`src/design/lapr_pkg.sv`:
```
// Shared types, constants and the next-generation cell function for the packed Life row stream.
package lapr_pkg;

  localparam int CELLS_W      = 32;
  localparam int ROW_IDX_W    = 14;
  localparam int WORD_IDX_W   = 9;
  localparam int WIDTH_REG_W  = 10;
  localparam int HEIGHT_REG_W = 15;
  localparam int CFG_DATA_W   = 15;
  localparam int CFG_IDX_W    = 1;
  localparam int OUT_TDATA_W  = 56;

  localparam logic [WIDTH_REG_W-1:0]  WIDTH_RESET  = 10'd512;
  localparam logic [HEIGHT_REG_W-1:0] HEIGHT_RESET = 15'd16384;

  localparam int QUEUE_DEPTH = 4;
  localparam int QUEUE_PTR_W = 2;
  localparam int QUEUE_CNT_W = 3;

  typedef logic [CELLS_W-1:0]    cells_t;
  typedef logic [ROW_IDX_W-1:0]  row_idx_t;
  typedef logic [WORD_IDX_W-1:0] word_idx_t;

  typedef enum logic [CFG_IDX_W-1:0] {
    CFG_WIDTH_WORDS = 1'b0,
    CFG_HEIGHT_ROWS = 1'b1
  } lapr_cfg_e;

  typedef enum logic {
    REQ_GRID  = 1'b0,
    REQ_DRAIN = 1'b1
  } lapr_req_e;

  // One classified word handed from the front to the back.
  // col_w[0] row above (r-2), col_w[1] own row (r-1), col_w[2] row below (r).
  typedef struct packed {
    logic [2:0][CELLS_W-1:0] col_w;
    logic                    row_start;
    logic                    emit_a;
    logic                    emit_b;
    logic                    frame_end;
    row_idx_t                row_idx;
    word_idx_t               word_idx;
  } lapr_item_t;

  // B3/S23 over one word; index k: 0 above, 1 own, 2 below.
  function automatic cells_t life_word(input logic [2:0][CELLS_W-1:0] lw,
                                       input logic [2:0][CELLS_W-1:0] cw,
                                       input logic [2:0][CELLS_W-1:0] rw);
    logic [2:0][CELLS_W+1:0] ext;
    logic [3:0]              cnt;
    cells_t                  res;
    for (int k = 0; k < 3; k++) begin
      ext[k] = {rw[k][0], cw[k], lw[k][CELLS_W-1]};
    end
    for (int i = 0; i < CELLS_W; i++) begin
      cnt = 4'(ext[0][i]) + 4'(ext[0][i+1]) + 4'(ext[0][i+2])
          + 4'(ext[1][i]) + 4'(ext[1][i+2])
          + 4'(ext[2][i]) + 4'(ext[2][i+1]) + 4'(ext[2][i+2]);
      res[i] = (cnt == 4'd3) || (ext[1][i+1] && (cnt == 4'd2));
    end
    return res;
  endfunction

endpackage

```
`src/design/lapr_queue.sv`:
```
// Short queue between the front and back ends.
module lapr_queue (
  input  logic                              clk_i,
  input  logic                              rst_ni,
  input  logic                              push_i,
  input  lapr_pkg::lapr_item_t              item_i,
  input  logic                              pop_i,
  output logic                              valid_o,
  output lapr_pkg::lapr_item_t              item_o,
  output logic [lapr_pkg::QUEUE_CNT_W-1:0]  count_o
);

  lapr_pkg::lapr_item_t                 slot_q [lapr_pkg::QUEUE_DEPTH];
  logic [lapr_pkg::QUEUE_PTR_W-1:0]     wr_ptr_q, rd_ptr_q;
  logic [lapr_pkg::QUEUE_CNT_W-1:0]     count_q;
  logic                                 do_pop;

  assign valid_o = (count_q != '0);
  assign item_o  = slot_q[rd_ptr_q];
  assign count_o = count_q;
  assign do_pop  = pop_i && valid_o;

  always_ff @(posedge clk_i or negedge rst_ni) begin
    if (!rst_ni) begin
      wr_ptr_q <= '0;
      rd_ptr_q <= '0;
      count_q  <= '0;
    end else begin
      if (push_i) begin
        wr_ptr_q <= wr_ptr_q + lapr_pkg::QUEUE_PTR_W'(1);
      end
      if (do_pop) begin
        rd_ptr_q <= rd_ptr_q + lapr_pkg::QUEUE_PTR_W'(1);
      end
      count_q <= count_q + lapr_pkg::QUEUE_CNT_W'(push_i)
                         - lapr_pkg::QUEUE_CNT_W'(do_pop);
    end
  end

  always_ff @(posedge clk_i) begin
    if (push_i) begin
      slot_q[wr_ptr_q] <= item_i;
    end
  end

`ifndef SYNTHESIS
  a_no_overflow: assert property (@(posedge clk_i) disable iff (!rst_ni)
    push_i |-> (count_q < lapr_pkg::QUEUE_DEPTH))
    else $error("queue overflow");
`endif

endmodule

```
`config.mk`:
```
export PLATFORM = sky130hd
export DESIGN_NAME = lapr_queue
export DESIGN_NICKNAME = d
export VERILOG_FILES = /design/src/design/lapr_pkg.sv /design/src/design/lapr_queue.sv
export SDC_FILE = /design/constraint.sdc
export NUM_CORES = 1
export LEC_CHECK = 0
export ABC_AREA = 1
export BUFFER_PORTS_ARGS = -buffer_cell sky130_fd_sc_hd__buf_2
export CELL_PAD_IN_SITES_DETAIL_PLACEMENT = 0
export CELL_PAD_IN_SITES_GLOBAL_PLACEMENT = 1
export CORE_UTILIZATION = 46
export CTS_CLUSTER_DIAMETER = 50
export CTS_CLUSTER_SIZE = 24
export DETAILED_ROUTE_END_ITERATION = 12
export GPL_TIMING_DRIVEN = 0
export PLACE_DENSITY_LB_ADDON = 0.1
export SYNTH_ARGS = -nofsm -noshare
export SYNTH_HDL_FRONTEND = slang
export SYNTH_SLANG_ARGS = --single-unit
```
`constraint.sdc`:
```
create_clock -name clk_i -period 4 [get_ports clk_i]
set_input_delay 0.8 -clock clk_i [delete_from_list [all_inputs] [get_ports clk_i]]
set_output_delay 0.8 -clock clk_i [all_outputs]
set_load 0.005 [all_outputs]
```
---- Word-level counts from Yosys, hierarchy flattened ----
Memories as Yosys holds them, arrays and structs flattened.
Index checks and enable logic that the tools add are counted.
storage, ports and cells
  flip-flop bits (word level) ............. 7
  RAM bits ................................ 492
  input port bits ......................... 127
  logic and storage cells ................. 12
  memories kept ........................... 1
cells by class
  add/sub/neg operators ................... 4
  muxes and demuxes ....................... 2
  reductions and logical operators ........ 2
memories
  memory  depth  bits a word  rd ports  clocked after memory_dff  write ports  line              text
  slot_q  4      123          1         0                         1            lapr_queue.sv:13  lapr_pkg::lapr_item_t slot_q [lapr_pkg::QUEUE_DEPTH];
operators by type and width
  operator                                     number
  adder 2 x 1 -> 2 bit, second input constant  2
  adder 3 x 1 -> 3 bit                         1
  nonzero test 3 bit                           1
  subtractor 3 x 1 -> 3 bit                    1
  2-to-1 mux 1 bit                             2
  logical AND 1 bit                            1

---- Depth between registers and ports, before layout ----
  depth after elaboration ................. 3
  gate-level depth with buffers ........... 11
  mapped depth without buffers ............ 11

---- Worst setup path before layout ----
Ideal clock, no wire load.
  path type ............................... in2reg
  from .................................... in push_i
  to ...................................... mem slot_q[1][0] in the netlist's numbering (enable)
  library setup time ...................... 0.476 ns
  arrival ................................. 3.470 ns
  required time ........................... 3.524 ns
  setup slack ............................. 0.054 ns
  stages on the path ...................... 3
  buffers on the path ..................... 1
  cells stage by stage .................... clkbuf_1 nand2_1 inv_1
on the way
  cells in the longest elaborated chain, start to end .. 2
ends and longest elaborated chain
  element                                 line              text
  start: declaration                      lapr_queue.sv:5   input logic push_i,
  2-to-1 mux 1 bit                        lapr_queue.sv:41  if (push_i) begin
  2-to-1 mux 1 bit (not written as such)  lapr_queue.sv:42  slot_q[wr_ptr_q] <= item_i;
  end: declaration                        lapr_queue.sv:13
No other way between the ends.

==> key figures <==
Worst setup path
  – Worst setup path class: reg2out
  – Worst endpoint required time: 3.20 ns
  – CP Capture Type: output port
  – CP startpoint kind: flop
  – Arrival time of the worst setup path: 2.43 ns
  – Flop2flop setup slack: 1.88 ns
  – Reg2Reg Depth: 11
  – Worst r2r dst: count_o[2]
  – Crit-path slowest cell: clkbuf_1
  – Most frequent CP cell: buf_2
  – Slowest stage delay, CP: 0.51 ns
  – Crit path cell chain: inv_2 -> buf_2 -> clkbuf_1 -> o21ai_1 -> nand2_1 -> buf_2
  – CP max FO: 10
  – Critical register-to-register path startpoint: count_o[1]

Routing
  – Wirelength per Cell: 18.2 um
  – Met1 Wirelength: 19700 um
  – Via Count: 12100
  – 1st-iter DRT viols: 680
  – Wire length on met2: 22100 um
  – Drt first pass iters: 5
  – Highest routed layer: met5
  – DR DRC count: 0
  – Routed Wire Length: 45500 um
  – Met3 WL post-DR: 2670 um
  – Antenna viol nets, final: 0
  – Vias/cell: 4.87

Timing
  – Fin Setup TNS: 0 ns
  – Final critical-path share of the clock period: 0.808
  – Hold Vio Cnt, Final: 0
  – RSZ-0062 raised after global routing: no
  – # setup viols final: 0
  – Fmax achieved: 310 MHz
  – Pins Over Slew Limit: 0
  – Slew Limit Headroom: 0.474
  – Final min period: 3.23 ns
  – Worst Skew: 0.0117 ns
  – Worst slew pin tran: 0.789 ns

Placement
  – DP Cell Count: 2406
  – Final HPWL DP: 27700 um
  – Port bufs: 253
  – Final RePlAce weighted congestion: 0.751
  – Area after DPL: 21700 um2

Global route
  – Total gr overflow: 0
  – Initial antenna violation count: 8
  – Pin count of the biggest net entering global routing: 76
  – Vias in the first global route: 11800
  – First-pass GRT wire length: 68700 um
  – All-Layer GR Usage: 0.211

Floorplanning
  – DIE WIDTH: 209 um
  – Area of the die: 43500 um2
  – Starting Density: 0.467
  – Die Span Y: 209 um
  – FP Rows: 75
  – Core Box Area: 42000 um2
  – I/O Pins: 254

Yosys
  – Syn. warnings: 0
  – Top_reg_cell synth: edfxtp_1
  – Netlist Area Pre-Place: 19600 um2
  – Seq cells post-synth: 499
  – Syn nets: 1744
  – Netlist cell types: 19
  – Cells after Synth: 1610
  – Avg Inst Size Synth: 12.2 um2
  – Post-synth EDFFs: 492
  – Post-synthesis sequential area ratio: 0.762
  – Async set or reset register ratio after synthesis: 0.0140

CTS
  – Post-CTS setup buffer count: 0
  – H-tree levels: 2
  – CTS resizes: 0
  – CTS root buf: clkbuf_16
  – Clock tree from TritonCTS: yes
  – Worst-Skew Late Latency: 0.57 ns
  – Hold-fix buffers at CTS: 0
  – CTS Sinks: 499
  – Total CTS buffers: 45
  – Clock slew seen by the registers of the worst setup and hold paths: 0.07 ns
  – CTS Buffer Depth: 3

Finish
  – Final Instance Area: 23200 um2
  – Synth-to-Final Area Change: 18.2%
  – Ratio of cells with drive above 1 in the final layout: 0.195
  – Final net count: 2048
  – Post-route insts no fill: 2494

Run status
  – Status: completed

Pwr
  – Peak VDD IR: 0.464 mV
  – Overall Power: 17300 uW
  – Power per cell area: 745 nW/um2
  – Leak: 0.00931 uW

Worst hold path
  – Worst min path class: in2async

Flow run
  – Max-Cap Viols: 0
## layout make-up
class	count	area, um2
Tap cell	539	674
Clock buffer	50	1190
Clock inverter	32	293
Multi-Input combinational cell	891	3740
Antenna cell	6	15.0
Buffer	82	423
Fill cell	3563	18800
Inverter	138	538
Sequential cell	499	14900
Timing Repair Buffer	257	1380
## cells by family (layout without fill, tap and decap cells)
family          after synthesis  count (layout)  share of synthesized area
flops                       499             499                      0.762
xor+xnor                      3               3                    0.00134
buf+inv                     220             559                     0.0479
simple gates                634             634                      0.121
fa+ha+maj                     7               7                    0.00484
other cells                   0               6                          0
compound gates              247             247                     0.0630
## worst max path at each step
stage / start / end / slack [ns] / depth (start not counted)
after detailed placement: push_i / slot_q[3][85] / 1.25 / 5
after global placement: push_i / slot_q[3][85] / -2.21 / 4
after global routing: rd_ptr_q[0] / item_o[67] / 0.56 / 6
after floorplan: push_i / slot_q[1][0] / 0.05 / 3
after CTS: rd_ptr_q[0] / item_o[69] / 0.70 / 6
final: rd_ptr_q[0] / item_o[69] / 0.77 / 6
## through the flow
stage | util | hold slack (ns) | setup WS, ns
3_3_place_gp | 0.513 | 0.458 | -2.21
6_report | 0.552 | 0.0521 | 0.770
2_1_floorplan | - | 0.441 | 0.0535
5_1_grt | 0.551 | 0.0322 | 0.563
4_1_cts | 0.551 | 0.0258 | 0.696
3_5_place_dp | 0.516 | 0.471 | 1.25
## per-layer routing
metal  up-vias  GRT usage
met5         -          0
met4        10     0.0573
met3        77     0.0535
met2       273      0.355
met1      5725      0.273
li1       6052          -
## layout by cell type (no fill, tap or decap)
master / netlist / final
clkbuf_16: 0 / 47
fa_1: 1 / 1
xnor2_1: 1 / 1
buf_2: 19 / 272
edfxtp_1: 492 / 492
buf_16: 0 / 4
diode_2: 0 / 6
nand3_1: 2 / 2
ha_1: 6 / 6
nor2_1: 247 / 247
inv_8: 0 / 5
o21ai_0: 137 / 137
o21ai_1: 110 / 110
dfrtp_1: 7 / 7
buf_4: 19 / 19
clkbuf_2: 4 / 4
nand2_1: 385 / 385
clkbuf_1: 29 / 32
clkinvlp_4: 0 / 3
bufinv_16: 0 / 2
inv_6: 0 / 7
buf_6: 2 / 2
inv_1: 137 / 133
clkinv_4: 0 / 4
inv_2: 1 / 1
buf_1: 9 / 9
clkinv_2: 0 / 9
clkinv_8: 0 / 2
xor2_1: 2 / 2
clkinv_1: 0 / 4
## worst max-delay path: cells and delay by family, from the launching register on
kind / cells / cell delay, ns
DFF: 1 / 0.41
buffers and inverters: 4 / 1.22
and+or+nand+nor: 1 / 0.09
AOI/OAI and AO/OA: 1 / 0.14
## flip-flops by register name (all words and copies together) (netlist names)
name / cells
count_o: 3
rd_ptr_q: 2
slot_q: 492
wr_ptr_q: 2
## cell usage after synthesis (4+ instances only)
cell type / n / area share
edfxtp_1: 492 / 0.75
nand2_1: 385 / 0.074
nor2_1: 247 / 0.047
inv_1: 137 / 0.026
o21ai_0: 137 / 0.035
o21ai_1: 110 / 0.028
clkbuf_1: 29 / 0.0055
buf_2: 19 / 0.0048
buf_4: 19 / 0.0073
buf_1: 9 / 0.0017
dfrtp_1: 7 / 0.0089
ha_1: 6 / 0.0038
clkbuf_2: 4 / 0.0010
## power breakdown
| group | total [uW] | leakage, uW | internal (uW) | switching [uW] |
|---|---|---|---|---|
| Clock | 4270 | 0.000727 | 2330 | 1940 |
| Sequential | 7030 | 0.00460 | 6830 | 202 |
| Combinational | 5970 | 0.00398 | 1950 | 4020 |
(Power assumes the default switching activity.)
