===== src/design/lapr_pkg.sv =====
// Shared types, constants and the next-generation cell function for the packed Life row stream.
package lapr_pkg;

  localparam int CELLS_W      = 32;
  localparam int ROW_IDX_W    = 14;
  localparam int WORD_IDX_W   = 9;
  localparam int WIDTH_REG_W  = 10;
  localparam int HEIGHT_REG_W = 15;
  localparam int CFG_DATA_W   = 15;
  localparam int CFG_IDX_W    = 1;
  localparam int OUT_TDATA_W  = 56;

  localparam logic [WIDTH_REG_W-1:0]  WIDTH_RESET  = 10'd512;
  localparam logic [HEIGHT_REG_W-1:0] HEIGHT_RESET = 15'd16384;

  localparam int QUEUE_DEPTH = 4;
  localparam int QUEUE_PTR_W = 2;
  localparam int QUEUE_CNT_W = 3;

  typedef logic [CELLS_W-1:0]    cells_t;
  typedef logic [ROW_IDX_W-1:0]  row_idx_t;
  typedef logic [WORD_IDX_W-1:0] word_idx_t;

  typedef enum logic [CFG_IDX_W-1:0] {
    CFG_WIDTH_WORDS = 1'b0,
    CFG_HEIGHT_ROWS = 1'b1
  } lapr_cfg_e;

  typedef enum logic {
    REQ_GRID  = 1'b0,
    REQ_DRAIN = 1'b1
  } lapr_req_e;

  // One classified word handed from the front to the back.
  // col_w[0] row above (r-2), col_w[1] own row (r-1), col_w[2] row below (r).
  typedef struct packed {
    logic [2:0][CELLS_W-1:0] col_w;
    logic                    row_start;
    logic                    emit_a;
    logic                    emit_b;
    logic                    frame_end;
    row_idx_t                row_idx;
    word_idx_t               word_idx;
  } lapr_item_t;

  // B3/S23 over one word; index k: 0 above, 1 own, 2 below.
  function automatic cells_t life_word(input logic [2:0][CELLS_W-1:0] lw,
                                       input logic [2:0][CELLS_W-1:0] cw,
                                       input logic [2:0][CELLS_W-1:0] rw);
    logic [2:0][CELLS_W+1:0] ext;
    logic [3:0]              cnt;
    cells_t                  res;
    for (int k = 0; k < 3; k++) begin
      ext[k] = {rw[k][0], cw[k], lw[k][CELLS_W-1]};
    end
    for (int i = 0; i < CELLS_W; i++) begin
      cnt = 4'(ext[0][i]) + 4'(ext[0][i+1]) + 4'(ext[0][i+2])
          + 4'(ext[1][i]) + 4'(ext[1][i+2])
          + 4'(ext[2][i]) + 4'(ext[2][i+1]) + 4'(ext[2][i+2]);
      res[i] = (cnt == 4'd3) || (ext[1][i+1] && (cnt == 4'd2));
    end
    return res;
  endfunction

endpackage


===== src/design/lapr_back.sv =====
// Back end: slides the 3x3 word window and issues up to two next-generation words per item.
module lapr_back (
  input  logic                  clk_i,
  input  logic                  rst_ni,
  input  logic                  valid_i,
  input  lapr_pkg::lapr_item_t  item_i,
  output logic                  pop_o,
  output logic                  m_valid_o,
  input  logic                  m_ready_i,
  output lapr_pkg::cells_t      cells_o,
  output lapr_pkg::row_idx_t    row_o,
  output lapr_pkg::word_idx_t   word_o,
  output logic                  last_o
);

  // win_q[col][row]: col 0 left, 1 centre, 2 right
  logic [2:0][2:0][lapr_pkg::CELLS_W-1:0] win_q;
  logic                pend_a_q, pend_b_q, pend_a_d, pend_b_d;
  logic                end_q;
  lapr_pkg::row_idx_t  row_q;
  lapr_pkg::word_idx_t word_q;

  logic                m_valid_q, m_last_q;
  lapr_pkg::cells_t    m_cells_q;
  lapr_pkg::row_idx_t  m_row_q;
  lapr_pkg::word_idx_t m_word_q;

  logic pend_any, out_free, take, sel_a;
  logic [2:0][lapr_pkg::CELLS_W-1:0] lw, cw, rw;

  assign pend_any = pend_a_q || pend_b_q;
  assign out_free = !m_valid_q || m_ready_i;
  assign take     = out_free && pend_any;
  assign sel_a    = pend_a_q;
  // take the next item once the current one has issued its last word
  assign pop_o    = valid_i && (!pend_any || (take && !(pend_a_q && pend_b_q)));

  always_comb begin
    if (sel_a) begin
      lw = win_q[0];
      cw = win_q[1];
      rw = win_q[2];
    end else begin
      lw = win_q[1];
      cw = win_q[2];
      rw = '0;
    end
  end

  always_comb begin
    pend_a_d = pend_a_q && !(take && sel_a);
    pend_b_d = pend_b_q && !(take && !sel_a);
    if (pop_o) begin
      pend_a_d = item_i.emit_a;
      pend_b_d = item_i.emit_b;
    end
  end

  always_ff @(posedge clk_i or negedge rst_ni) begin
    if (!rst_ni) begin
      pend_a_q  <= 1'b0;
      pend_b_q  <= 1'b0;
      m_valid_q <= 1'b0;
    end else begin
      pend_a_q <= pend_a_d;
      pend_b_q <= pend_b_d;
      if (take) begin
        m_valid_q <= 1'b1;
      end else if (out_free) begin
        m_valid_q <= 1'b0;
      end
    end
  end

  always_ff @(posedge clk_i) begin
    if (pop_o) begin
      // clear at row start: left edge of the grid is dead
      win_q[0] <= item_i.row_start ? '0 : win_q[1];
      win_q[1] <= item_i.row_start ? '0 : win_q[2];
      win_q[2] <= item_i.col_w;
      end_q    <= item_i.frame_end;
      row_q    <= item_i.row_idx;
      word_q   <= item_i.word_idx;
    end
    if (take) begin
      m_cells_q <= lapr_pkg::life_word(lw, cw, rw);
      m_row_q   <= row_q;
      m_word_q  <= sel_a ? word_q - lapr_pkg::word_idx_t'(1) : word_q;
      m_last_q  <= !sel_a && end_q;
    end
  end

  assign m_valid_o = m_valid_q;
  assign cells_o   = m_cells_q;
  assign row_o     = m_row_q;
  assign word_o    = m_word_q;
  assign last_o    = m_last_q;

`ifndef SYNTHESIS
  a_pair_order: assert property (@(posedge clk_i) disable iff (!rst_ni)
    take && pend_a_q && pend_b_q |=> pend_b_q && !pend_a_q)
    else $error("second word of a row end not kept after the first");

  a_hold_on_stall: assert property (@(posedge clk_i) disable iff (!rst_ni)
    pend_any && !out_free |=> $stable(pend_a_q) && $stable(pend_b_q))
    else $error("pending words changed while output stalled");

  a_last_is_end: assert property (@(posedge clk_i) disable iff (!rst_ni)
    m_valid_q && m_last_q |-> (m_row_q == $past(row_q)) || !$past(take))
    else $error("frame end flag on an unexpected word");
`endif

endmodule


===== config.mk =====
export PLATFORM = sky130hd
export DESIGN_NAME = lapr_back
export DESIGN_NICKNAME = d
export VERILOG_FILES = /design/src/design/lapr_pkg.sv /design/src/design/lapr_back.sv
export SDC_FILE = /design/constraint.sdc
export NUM_CORES = 1
export LEC_CHECK = 0
export BUFFER_PORTS_ARGS = -buffer_cell sky130_fd_sc_hd__buf_2
export CORE_MARGIN = 2
export CORE_UTILIZATION = 35
export CTS_CLUSTER_SIZE = 14
export DETAILED_ROUTE_END_ITERATION = 10
export SYNTH_ARGS = -nofsm -noshare
export SYNTH_HDL_FRONTEND = slang
export SYNTH_SLANG_ARGS = --single-unit

===== constraint.sdc =====
create_clock -name clk_i -period 6.8 [get_ports clk_i]
set_clock_uncertainty 0.05 [all_clocks]
set_input_delay 0.34 -clock clk_i [delete_from_list [all_inputs] [get_ports clk_i]]
set_output_delay 0.34 -clock clk_i [all_outputs]
set_load 0.02 [all_outputs]

* Word level (Yosys, flattened, before mapping) *
Cells that the tools add are included.

storage, ports and cells
  input port bits = 127
  output and inout bits = 58
  bits in registers = 371
  word-level logic and storage cells = 399

operators by class
  reductions and logical operators = 83
  equality and inequality tests = 64
  multiplexer cells = 8
  $add $sub $neg = 225

operators by type and width
  cell                   count
  $add A4 B1 Y4          128
  $eq A4 B2 Y1 const B   64
  $mux W96               2
  $add A3 B1 Y4          32
  $add A2 B1 Y3          32
  $mux W65               1
  $add A1 B1 Y2          32
  $logic_and A1 B1 Y1    41
  $logic_or A1 B1 Y1     35
  $mux W9                1
  $sub A9 B1 Y9 const B  1
  $logic_not A1 Y1       6
  $mux W1                4
  $reduce_bool A2 Y1     1

* Logic depth before layout (Yosys ltp) *
Gate-level depths: netlist (run 1).

  depth after elaboration = 11
  mapped depth = 13
  gate-level depth less buffers = 10

* Least setup slack after synthesis (run 1) *
No wires, ideal clock.

  path kind = register to register
  start point = register pend_a_q
  end point = register end_q (enable)
  path buffers = 3
  data arrival time = 5.939 ns
  clock period less this slack = 6.595 ns
  setup time = 0.606 ns
  stages on the path, launching flop included = 6
  slack = 0.205 ns
  data required time = 6.144 ns
  cell sequence = dfrtp_1 buf_6 buf_6 buf_6 nor2_1 o21a_1

on the way
  longest elaborated chain between the ends = 5
  elaborated cells between the ends (all ways) = 8
  classes of those cells = reduce/logical: 8

ends and longest elaborated chain
  element                                                           line                              RTL
  start, declared                                                   lapr_back.sv:18                   logic pend_a_q, pend_b_q, pend_a_d, pend_b_d;
  start signal, assigned                                            lapr_back.sv:65                   pend_a_q <= pend_a_d;
  $logic_or A1 B1 Y1 / $logic_and A1 B1 Y1 (equally long branches)  lapr_back.sv:31, lapr_back.sv:36
  $logic_and A1 B1 Y1 / $logic_not A1 Y1 (equally long branches)    lapr_back.sv:33, lapr_back.sv:36
  $logic_and A1 B1 Y1                                               lapr_back.sv:36                   assign pop_o = valid_i && (!pend_any || (take && !(pend_a_q && pend_b_q)));
  $logic_or A1 B1 Y1 *                                              lapr_back.sv:36
  $logic_and A1 B1 Y1 *                                             lapr_back.sv:36
  net pop_o                                                         lapr_back.sv:7                    output logic pop_o,
  end signal, assigned                                              lapr_back.sv:81                   end_q <= item_i.frame_end;
  end, declared                                                     lapr_back.sv:19                   logic end_q;

Mark *: on every way through the listed nets, which the timed path passes. The rest lies on a longest branch.
A chain may end at the register's enable or synchronous reset.

* Final worst setup path (run 1) *
  start point = register pend_a_q
  end point = register m_cells_q[24], in the netlist cells_o[24], data pin

on the way
  longest elaborated chain between the ends = 11
  elaborated cells between the ends (all ways) = 12
  classes of those cells = add/sub: 7; eq/ne: 2; mux: 1; reduce/logical: 2

ends and longest elaborated chain
  element                      line             RTL
  $mux W96 *                   lapr_back.sv:39  if (sel_a) begin
  $add A1 B1 Y2                lapr_pkg.sv:57   cnt = 4'(ext[0][i]) + 4'(ext[0][i+1]) + 4'(ext[0][i+2])
  $add A2 B1 Y3                lapr_pkg.sv:57
  $add A3 B1 Y4                lapr_pkg.sv:58   + 4'(ext[1][i]) + 4'(ext[1][i+2])
  $add A4 B1 Y4                lapr_pkg.sv:58
  $add A4 B1 Y4 (3 in series)  lapr_pkg.sv:59   + 4'(ext[2][i]) + 4'(ext[2][i+1]) + 4'(ext[2][i+2]);
  $eq A4 B2 Y1                 lapr_pkg.sv:60   res[i] = (cnt == 4'd3) || (ext[1][i+1] && (cnt == 4'd2));
  $logic_and A1 B1 Y1          lapr_pkg.sv:60
  $logic_or A1 B1 Y1 *         lapr_pkg.sv:60
  end signal, assigned         lapr_back.sv:86  m_cells_q <= lapr_pkg::life_word(lw, cw, rw);
  end, declared                lapr_back.sv:24  lapr_pkg::cells_t m_cells_q;

Every way passes the cells marked *; elsewhere a longest branch is shown, timed or not.

==> impl_metrics.env, run 1 <==
export IMPL_worst_setup_path_type="flip-flop to flip-flop"
export IMPL_regArea_mm2=0.00834
export IMPL_cts_tree="built"
export IMPL_track_usage_pct=14.0
export IMPL_setup_ws_ns=2.05
export IMPL_period_share_pct=69.9
export IMPL_hold_class="input pin to flip-flop"
export IMPL_drive_gt1_share_pct=21.3
export IMPL_ant_nets=0
export IMPL_dp_slack_ns=2.02
export IMPL_syn_inst=1109
export IMPL_setup_tns_ns=0
export IMPL_fmax_mhz=210
export IMPL_synth_area_leaders="edfxtp_1 (52%), fa_1 (16%), ha_1 (7.7%)"
export IMPL_wl_met1_mm=13.7
export IMPL_top_layer="met4"
export IMPL_drv_cap=0
export IMPL_finalHoldViolCount=0
export IMPL_dpl_hpwl_mm=21.3
export IMPL_gp_congestion=0.760
export IMPL_dieArea_mm2=0.0468
export IMPL_syn_to_final_growth_pct=24.7
export IMPL_overflow=0
export IMPL_wl_met2_mm=15.7
export IMPL_period_minus_slack_ns=4.75
export IMPL_end_kind="flip-flop"
export IMPL_clk_latency_ns=0.53
export IMPL_cp_arrival_ns=5.08
export IMPL_grt_pass1_vias=10000
export IMPL_synthArstFlopShare_pct=1.08
export IMPL_syn_area_mm2=0.0158
export IMPL_leakagePower_nw=8.30
export IMPL_required_ns=7.13
export IMPL_cts_setup_buffers=0
export IMPL_setup_viol=0
export IMPL_initial_utilization_pct=35.6
export IMPL_finalWirelength_mm=31.6
export IMPL_syn_nets=1461
export IMPL_dr_pass1_iters=5
export IMPL_p_sw_share_pct=35.6
export IMPL_synth_main_ff_cell="edfxtp_1"
export IMPL_p_int_mw=4.94
export IMPL_multi_input_area_mm2=0.00656
export IMPL_clock_sinks=278
export IMPL_portBuffers=184
export IMPL_yosysTopAreaCell="edfxtp_1"
export IMPL_grt_pass1_wl_mm=51.6
export IMPL_placed_cells=1867
export IMPL_root_buffer="clkbuf_16"
export IMPL_htreeDepth=2
export IMPL_yosys_area_top_type_share_pct=52.3
export IMPL_nets=1787
export IMPL_synth_most_common_cell="edfxtp_1"
export IMPL_path_clk_slew_ns=0.06
export IMPL_worstSetupStartpointType="flip-flop"
export IMPL_rsz0062_at_grt="false"
export IMPL_io_pins=185
export IMPL_vias=9223
export IMPL_cp_max_fo=51
export IMPL_ir_drop_v=0.000214
export IMPL_dieWidth_um=216
export IMPL_syn_avg_cell_area_um2=14.2
export IMPL_synth_commonest_cells="edfxtp_1 (275), inv_1 (191), fa_1 (128)"
export IMPL_worstMarginPinSlew_ns=0.913
export IMPL_yosys_warnings=0
export IMPL_p_sw_mw=2.73
export IMPL_viasPerCell=4.50
export IMPL_final_cells=2049
export IMPL_yosysSeqAreaShare_pct=52.8
export IMPL_drc=0
export IMPL_coreArea_mm2=0.0444
export IMPL_clk_path_buf_depth=3
export IMPL_power_mw=7.67
export IMPL_slew_viol_final=0
export IMPL_fin_hold_ws_ns=0.0457
export IMPL_n_fill_cell=3986
export IMPL_drtIter0Drc=312
export IMPL_synth_cell_types=31
export IMPL_max_slew_margin_pct=39.1
export IMPL_grt_max_degree=116
export IMPL_status="finished clean"
export IMPL_power_density_mw_per_mm2=389
export IMPL_dr_wl_met3_mm=1.49
export IMPL_die_h_um=216
export IMPL_antenna_found_initial=0
export IMPL_comb_power_share_pct=44.3
export IMPL_numCtsBuffers=35
export IMPL_post_drt_wl_per_cell_um=15.4
export IMPL_num_antenna_cells=0
export IMPL_ys_ff_latch=278
export IMPL_rows=77
export IMPL_pwr_share_seq_pct=31.6
export IMPL_ctsResizeCount=0
export IMPL_clkPwrFrac_pct=24.1
export IMPL_synth_edff_count=275
-- cell type report --
type / instances / area share, %
Timing Repair Buffer: 313 / 11.3
Clock inverter: 19 / 1.12
Inverter: 191 / 3.64
Multi-Input combinational cell: 616 / 33.3
Sequential cell: 278 / 42.3
Clock buffer: 40 / 4.54
Tap cell: 592 / 3.76
-- timing repair --
action	CTS	global route
hold endpoints to repair	125	0
endpoints found under the setup margin	0	0
hold buffers	123	0
-- path summary, 6_finish.rpt --
check	cells past startpoint	startpoint	slack [ns]	to
max	10	pend_a_q	2.05	cells_o[24]
min	3	valid_i	0.05	pend_b_q
max reg2reg	10	pend_a_q	2.05	cells_o[24]
min reg2reg	0	row_q[10]	0.37	row_o[10]
max in group asynchronous	2	rst_ni	6.49	pend_a_q
min in group asynchronous	2	rst_ni	0.09	pend_b_q
-- logic make-up (layout without fill, tap and decap cells) --
group | after synthesis | in the layout | synth area share (%)
buf+inv | 215 | 563 | 5.76
simple gates | 185 | 185 | 7.07
compound gates | 99 | 99 | 3.40
mux | 99 | 99 | 6.64
flops | 278 | 278 | 52.8
fa+ha+maj | 225 | 225 | 23.9
xor+xnor | 8 | 8 | 0.444
-- power groups by stage --
stage                     Combinational (mW)  Sequential (mW)  Clock (mW)
after global placement                  3.15             2.46           0
final                                   3.40             2.42        1.85
after detailed placement                3.38             2.46           0
after global routing                    3.96             2.46        1.97
after CTS                               3.46             2.43        1.91
after floorplan                         2.41             2.60           0
-- sequential cells by signal, indices dropped and copies added, names as in the netlist --
name / cells
win_q: 195
cells_o: 32
row_o: 14
row_q: 14
word_o: 9
word_q: 9
end_q: 1
last_o: 1
m_valid_o: 1
pend_a_q: 1
pend_b_q: 1
-- critical path: stages, from the launching register on --
cell and delay (ns):
dfrtp_4 0.95, buf_4 0.45, mux2i_1 0.44, fa_1 0.52, fa_1 0.55, inv_1 0.06, fa_1 0.48, ha_1 0.24
fa_1 0.38, or2_2 0.30, a21oi_1 0.14
-- layout by cell type (no fill, tap or decap), types with 2 or more instances in the layout --
cell	instances
edfxtp_1	275
inv_1	191
buf_2	183
fa_1	128
dlygate4sd3_1	123
ha_1	97
nor2b_1	94
mux2i_1	65
a21oi_1	63
clkbuf_16	35
nand3_1	34
or2_2	32
mux2_2	30
o21ai_1	26
clkinv_1	8
nand2_1	7
and2b_1	7
nor2_1	6
xnor2_1	5
clkbuf_1	5
bufinv_16	5
buf_4	5
mux2_4	4
o21ai_0	4
xor2_1	3
a221oi_2	3
clkinv_2	3
clkinv_4	2
dfrtp_1	2
buf_12	2
-- through the flow --
step | util (%) | cell area, um^2
floorplan | - | 15800
global placement | 39.1 | 17400
detailed placement | 39.1 | 17400
CTS | 44.4 | 19700
global route | 44.4 | 19700
finish | 44.4 | 19700
-- per-layer routing --
layer	up-vias	track usage, %
met4	0	4.47
li1	4444	-
met2	158	24.4
met3	42	2.81
met1	4579	17.5
met5	-	0
Note: power is estimated with default switching activity, not from simulation.
==> run 2, diff against run 1 <==
==> constraint.sdc (replaced) <==
create_clock -name clk_i -period 4.4 [get_ports clk_i]
set_clock_uncertainty 0.05 [all_clocks]
set_input_delay 0.22 -clock clk_i [delete_from_list [all_inputs] [get_ports clk_i]]
set_output_delay 0.22 -clock clk_i [all_outputs]
set_load 0.02 [all_outputs]
==> impl_metrics.env, run 2 (synthesis results as in run 1) <==
export IMPL_cp_num_buf_inv=3
export IMPL_worstMarginPinSlew_ns=0.984
export IMPL_path_cells="buf_12, buf_12, mux2i_1, fa_1, fa_1, inv_1, fa_1, ha_1, fa_1, or2_2, a21oi_1"
export IMPL_nets=1821
export IMPL_largest_register="win_q"
export IMPL_clk_latency_ns=0.54
export IMPL_leakagePower_nw=8.54
export IMPL_gr_usage_met3_pct=2.84
export IMPL_post_drt_wl_per_cell_um=15.4
export IMPL_fmax_mhz=237
export IMPL_dr_pass1_iters=4
export IMPL_portBuffers=184
export IMPL_setup_ws_ns=0.187
export IMPL_cpMostUsedCell="fa_1"
export IMPL_setup_viol=0
export IMPL_dp_slack_ns=0.0930
export IMPL_mostFrequentLayoutCells="edfxtp_1 (275), inv_1 (191), buf_2 (183)"
export IMPL_drive_gt1_share_pct=23.7
export IMPL_rsz0062_at_grt="false"
export IMPL_setup_tns_ns=0
export IMPL_largest_reg_flops=195
export IMPL_comb_power_share_pct=44.1
export IMPL_grt_util_met1_pct=17.8
export IMPL_grt_pass1_vias=10200
export IMPL_clkPwrFrac_pct=25.1
export IMPL_fin_hold_ws_ns=0.0432
export IMPL_die_h_um=216
export IMPL_drtIter0Drc=336
export IMPL_antenna_found_initial=2
export IMPL_dieArea_mm2=0.0468
export IMPL_gr_usage_met2_pct=23.8
export IMPL_viasPerCell=4.51
export IMPL_track_usage_pct=14.1
export IMPL_initial_utilization_pct=35.6
export IMPL_worstSetupStartpointType="flip-flop"
export IMPL_p_sw_share_pct=35.2
export IMPL_hold_class="input pin to flip-flop"
export IMPL_status="finished clean"
export IMPL_coreArea_mm2=0.0444
export IMPL_r2r_setup_slack_ns=0.19
export IMPL_vias=9425
export IMPL_p_sw_mw=4.26
export IMPL_finalWirelength_mm=32.3
export IMPL_path_clk_slew_ns=0.06
export IMPL_overflow=0
export IMPL_clk_path_buf_depth=3
export IMPL_final_cells=2088
export IMPL_crit_slowest_cell="dfrtp_4"
export IMPL_mostFrequentLayoutCell="edfxtp_1"
export IMPL_ant_nets=0
export IMPL_period_share_pct=95.7
export IMPL_cts_tree="built"
export IMPL_htreeDepth=2
export IMPL_cp_arrival_ns=4.54
export IMPL_placed_cells=1893
export IMPL_io_pins=185
export IMPL_grt_pass1_wl_mm=52.1
export IMPL_crit_family="adder cells"
export IMPL_drv_cap=0
export IMPL_cp_max_fo=22
export IMPL_root_buffer="clkbuf_16"
export IMPL_dpl_cell_area_mm2=0.0176
export IMPL_finalHoldViolCount=0
export IMPL_ir_drop_v=0.000368
export IMPL_p_int_mw=7.84
export IMPL_numCtsBuffers=35
export IMPL_postLayoutCoreUtil_pct=45.4
export IMPL_dieWidth_um=216
export IMPL_slew_viol_final=0
export IMPL_final_area_mm2=0.0202
export IMPL_end_kind="flip-flop"
export IMPL_pwr_share_seq_pct=30.8
export IMPL_rows=77
export IMPL_clock_sinks=278
export IMPL_power_density_mw_per_mm2=600
export IMPL_required_ns=4.73
export IMPL_syn_to_final_growth_pct=27.8
export IMPL_grt_max_degree=76
export IMPL_power_mw=12.1
export IMPL_gp_congestion=0.794
export IMPL_grt_busiest_layer="met2"
export IMPL_period_minus_slack_ns=4.21
export IMPL_max_slew_margin_pct=34.2
export IMPL_worst_setup_path_type="flip-flop to flip-flop"
export IMPL_slowest_delay_ns=0.53
export IMPL_drc=0
export IMPL_dpl_hpwl_mm=22.5
[run 2: power groups by stage]
stage | sequential, mW | combinational [mW] | clock (mW)
5_1_grt | 3.77 | 6.27 | 3.24
4_1_cts | 3.74 | 5.44 | 3.16
6_report | 3.73 | 5.34 | 3.03
3_3_place_gp | 3.79 | 4.96 | 0
3_5_place_dp | 3.79 | 5.30 | 0
2_1_floorplan | 3.99 | 3.73 | 0
[run 2: timing repair]
item,4_1_cts,5_1_grt
resized for setup,0,4
endpoints found under the setup margin,0,6
endpoints found under the hold margin,125,0
hold buffers,126,0
setup buffers,0,5
[run 2: cell type report]
type / instances / area, um^2
Fill cell: 3967 / 24200
Sequential cell: 278 / 8340
Multi-Input combinational cell: 616 / 6580
Timing Repair Buffer: 347 / 2590
Clock buffer: 40 / 937
Tap cell: 592 / 741
Inverter: 191 / 717
Clock inverter: 23 / 278
Antenna cell: 1 / 2.50
[run 2: worst paths after layout]
kind	start	end	cells past startpoint
min in group asynchronous	rst_ni	pend_a_q	3
hold / removal	m_ready_i	m_valid_o	3
setup reg to reg	pend_a_q	cells_o[18]	11
setup / recovery	pend_a_q	cells_o[18]	11
hold reg to reg	row_q[13]	row_o[13]	0
max in group asynchronous	rst_ni	pend_a_q	3
[run 2: layer usage]
layer	part of all wire (%)	up-vias	wire, um
met3	4.6	66	1470
li1	-	4511	-
met2	49	181	15700
met5	0.040	-	13
met4	2.9	2	944
met1	44	4665	14100
[run 2: worst reg2reg max path, cell delays in order (launching register included)]
cell     delay, ns
dfrtp_4       0.53
buf_12        0.24
buf_12        0.20
mux2i_1       0.41
fa_1          0.51
fa_1          0.50
inv_1         0.06
fa_1          0.48
ha_1          0.24
fa_1          0.38
or2_2         0.31
a21oi_1       0.17
==> run 3, diff against run 2 <==
--- a/config.mk
+++ b/config.mk
@@ -5,7 +5,7 @@
 export SDC_FILE = /design/constraint.sdc
 export NUM_CORES = 1
 export LEC_CHECK = 0
-export BUFFER_PORTS_ARGS = -buffer_cell sky130_fd_sc_hd__buf_2
+export BUFFER_PORTS_ARGS = -buffer_cell sky130_fd_sc_hd__buf_4
 export CORE_MARGIN = 2
 export CORE_UTILIZATION = 35
 export CTS_CLUSTER_SIZE = 14
==> impl_metrics.env, run 3 (synthesis results as in run 1) <==
export IMPL_worstSetupStartpointType="flip-flop"
export IMPL_setup_tns_ns=0
export IMPL_portBuffers=184
export IMPL_rsz0062_at_grt="false"
export IMPL_path_clk_slew_ns=0.06
export IMPL_multi_input_area_mm2=0.00657
export IMPL_grt_pass1_vias=10300
export IMPL_pwr_share_seq_pct=30.3
export IMPL_hold_class="input pin to flip-flop"
export IMPL_rows=77
export IMPL_regArea_mm2=0.00834
export IMPL_final_cells=2085
export IMPL_reg2reg_depth=11
export IMPL_crit_reg2reg_launch="pend_a_q"
export IMPL_period_minus_slack_ns=4.22
export IMPL_max_slew_margin_pct=41.7
export IMPL_power_density_mw_per_mm2=598
export IMPL_r2r_setup_slack_ns=0.18
export IMPL_finalHoldViolCount=0
export IMPL_clk_latency_ns=0.54
export IMPL_p_sw_share_pct=34.3
export IMPL_top_layer="met5"
export IMPL_antenna_found_initial=2
export IMPL_cp_max_fo=16
export IMPL_ir_drop_v=0.000387
export IMPL_overflow=0
export IMPL_status="finished clean"
export IMPL_dr_pass1_iters=4
export IMPL_ant_nets=0
export IMPL_dr_wl_met3_mm=1.59
export IMPL_cp_arrival_ns=4.55
export IMPL_dieWidth_um=216
export IMPL_gp_congestion=0.786
export IMPL_reg2reg_to="cells_o[24]"
export IMPL_track_usage_pct=14.2
export IMPL_drive_gt1_share_pct=23.3
export IMPL_comb_power_share_pct=44.0
export IMPL_required_ns=4.73
export IMPL_finalWirelength_mm=32.1
export IMPL_cts_tree="built"
export IMPL_worst_setup_path_type="flip-flop to flip-flop"
export IMPL_mostFrequentLayoutCell="edfxtp_1"
export IMPL_slew_viol_final=0
export IMPL_setup_viol=0
export IMPL_holdPathEnd="win_q[178]"
export IMPL_fmax_mhz=237
export IMPL_vias=9298
export IMPL_drv_cap=0
export IMPL_htreeDepth=2
export IMPL_placed_cells=1893
export IMPL_dieArea_mm2=0.0468
export IMPL_n_fill_cell=3917
export IMPL_worstMarginPinSlew_ns=0.875
export IMPL_p_int_mw=8.13
export IMPL_largest_reg_flops=195
export IMPL_end_kind="flip-flop"
export IMPL_wl_met1_mm=14.0
export IMPL_largest_register="win_q"
export IMPL_syn_to_final_growth_pct=30.8
export IMPL_io_pins=185
export IMPL_leakagePower_nw=8.70
export IMPL_p_sw_mw=4.23
export IMPL_mostFrequentLayoutCells="edfxtp_1 (275), buf_4 (212), inv_1 (191)"
export IMPL_die_h_um=216
export IMPL_numCtsBuffers=35
export IMPL_post_drt_wl_per_cell_um=15.4
export IMPL_hold_start="item_i[26]"
export IMPL_period_share_pct=95.8
export IMPL_clock_sinks=278
export IMPL_viasPerCell=4.46
export IMPL_dpl_hpwl_mm=22.4
export IMPL_clkPwrFrac_pct=25.7
export IMPL_drc=0
export IMPL_grt_pass1_wl_mm=52.6
export IMPL_drtIter0Drc=377
export IMPL_nets=1821
export IMPL_root_buffer="clkbuf_16"
export IMPL_coreArea_mm2=0.0444
export IMPL_wl_met2_mm=15.5
export IMPL_min_path_cells=2
export IMPL_clk_path_buf_depth=3
export IMPL_grt_max_degree=71
export IMPL_initial_utilization_pct=35.6
-- run 3: cell count changes in the layout (fill, tap and decap cells not counted), sizes merged, moves of 2 or more --
cell and delta:
bufinv +3, clkbuf +4, clkinv -9, clkinvlp -2
-- run 3: area by class of cell --
type	instances	area share (%)
Sequential cell	278	40.4
Multi-Input combinational cell	616	31.8
Timing Repair Buffer	347	14.6
Clock buffer	44	4.61
Tap cell	592	3.59
Inverter	191	3.47
Clock inverter	16	1.51
Antenna cell	1	0.0121
-- run 3: worst max path at each step --
| stage | from | endpoint | slack, ns | depth (start not counted) |
|---|---|---|---|---|
| floorplan | pend_a_q | end_q | 0.12 | 5 |
| global placement | pend_a_q | cells_o[24] | 0.12 | 11 |
| detailed placement | pend_a_q | cells_o[19] | 0.05 | 11 |
| CTS | pend_a_q | cells_o[19] | 0.02 | 11 |
| global route | pend_a_q | cells_o[24] | 0.03 | 11 |
| finish | pend_a_q | cells_o[24] | 0.18 | 11 |
-- run 3: worst max-delay path: stages (launching register included) --
cell and delay (ns):
dfrtp_4 0.56, buf_12 0.21, buf_12 0.13, mux2i_1 0.41
fa_1 0.52, fa_1 0.55, inv_1 0.06, fa_1 0.47
ha_1 0.23, fa_1 0.39, or2_2 0.30, a21oi_1 0.16
-- run 3: layer usage --
| layer | up-vias | track usage [%] |
|---|---|---|
| met2 | 179 | 23.9 |
| met5 | - | 0 |
| met4 | 2 | 5.25 |
| li1 | 4505 | - |
| met1 | 4552 | 18.3 |
| met3 | 60 | 2.75 |
-- run 3: power groups by stage --
stage | registers, mW | logic [mW] | clock network, mW
after global placement | 3.80 | 5.10 | 0
final | 3.74 | 5.44 | 3.18
after global routing | 3.78 | 6.39 | 3.39
after floorplan | 3.99 | 3.73 | 0
after CTS | 3.76 | 5.53 | 3.30
after detailed placement | 3.80 | 5.40 | 0
-- run 3: stage by stage --
step / utilization (%) / cell area, um^2 / hold slack (ns) / setup slack (ns) / power [mW]
finish: 46.5 / 20700 / 0.302 / 0.183 / 12.4
global route: 46.5 / 20700 / 0.326 / 0.0260 / 13.6
CTS: 46.4 / 20600 / 0.295 / 0.0160 / 12.6
detailed placement: 40.7 / 18100 / -0.0379 / 0.0536 / 9.20
global placement: 40.7 / 18100 / -0.0393 / 0.118 / 8.90
floorplan: - / 15800 / -0.126 / 0.118 / 7.72
-- run 3: what timing repair did --
item	CTS	global route
hold buffers	127	0
setup endpoints to repair	0	15
resized for setup	0	3
buffers inserted	0	4
endpoints found under the hold margin	126	0
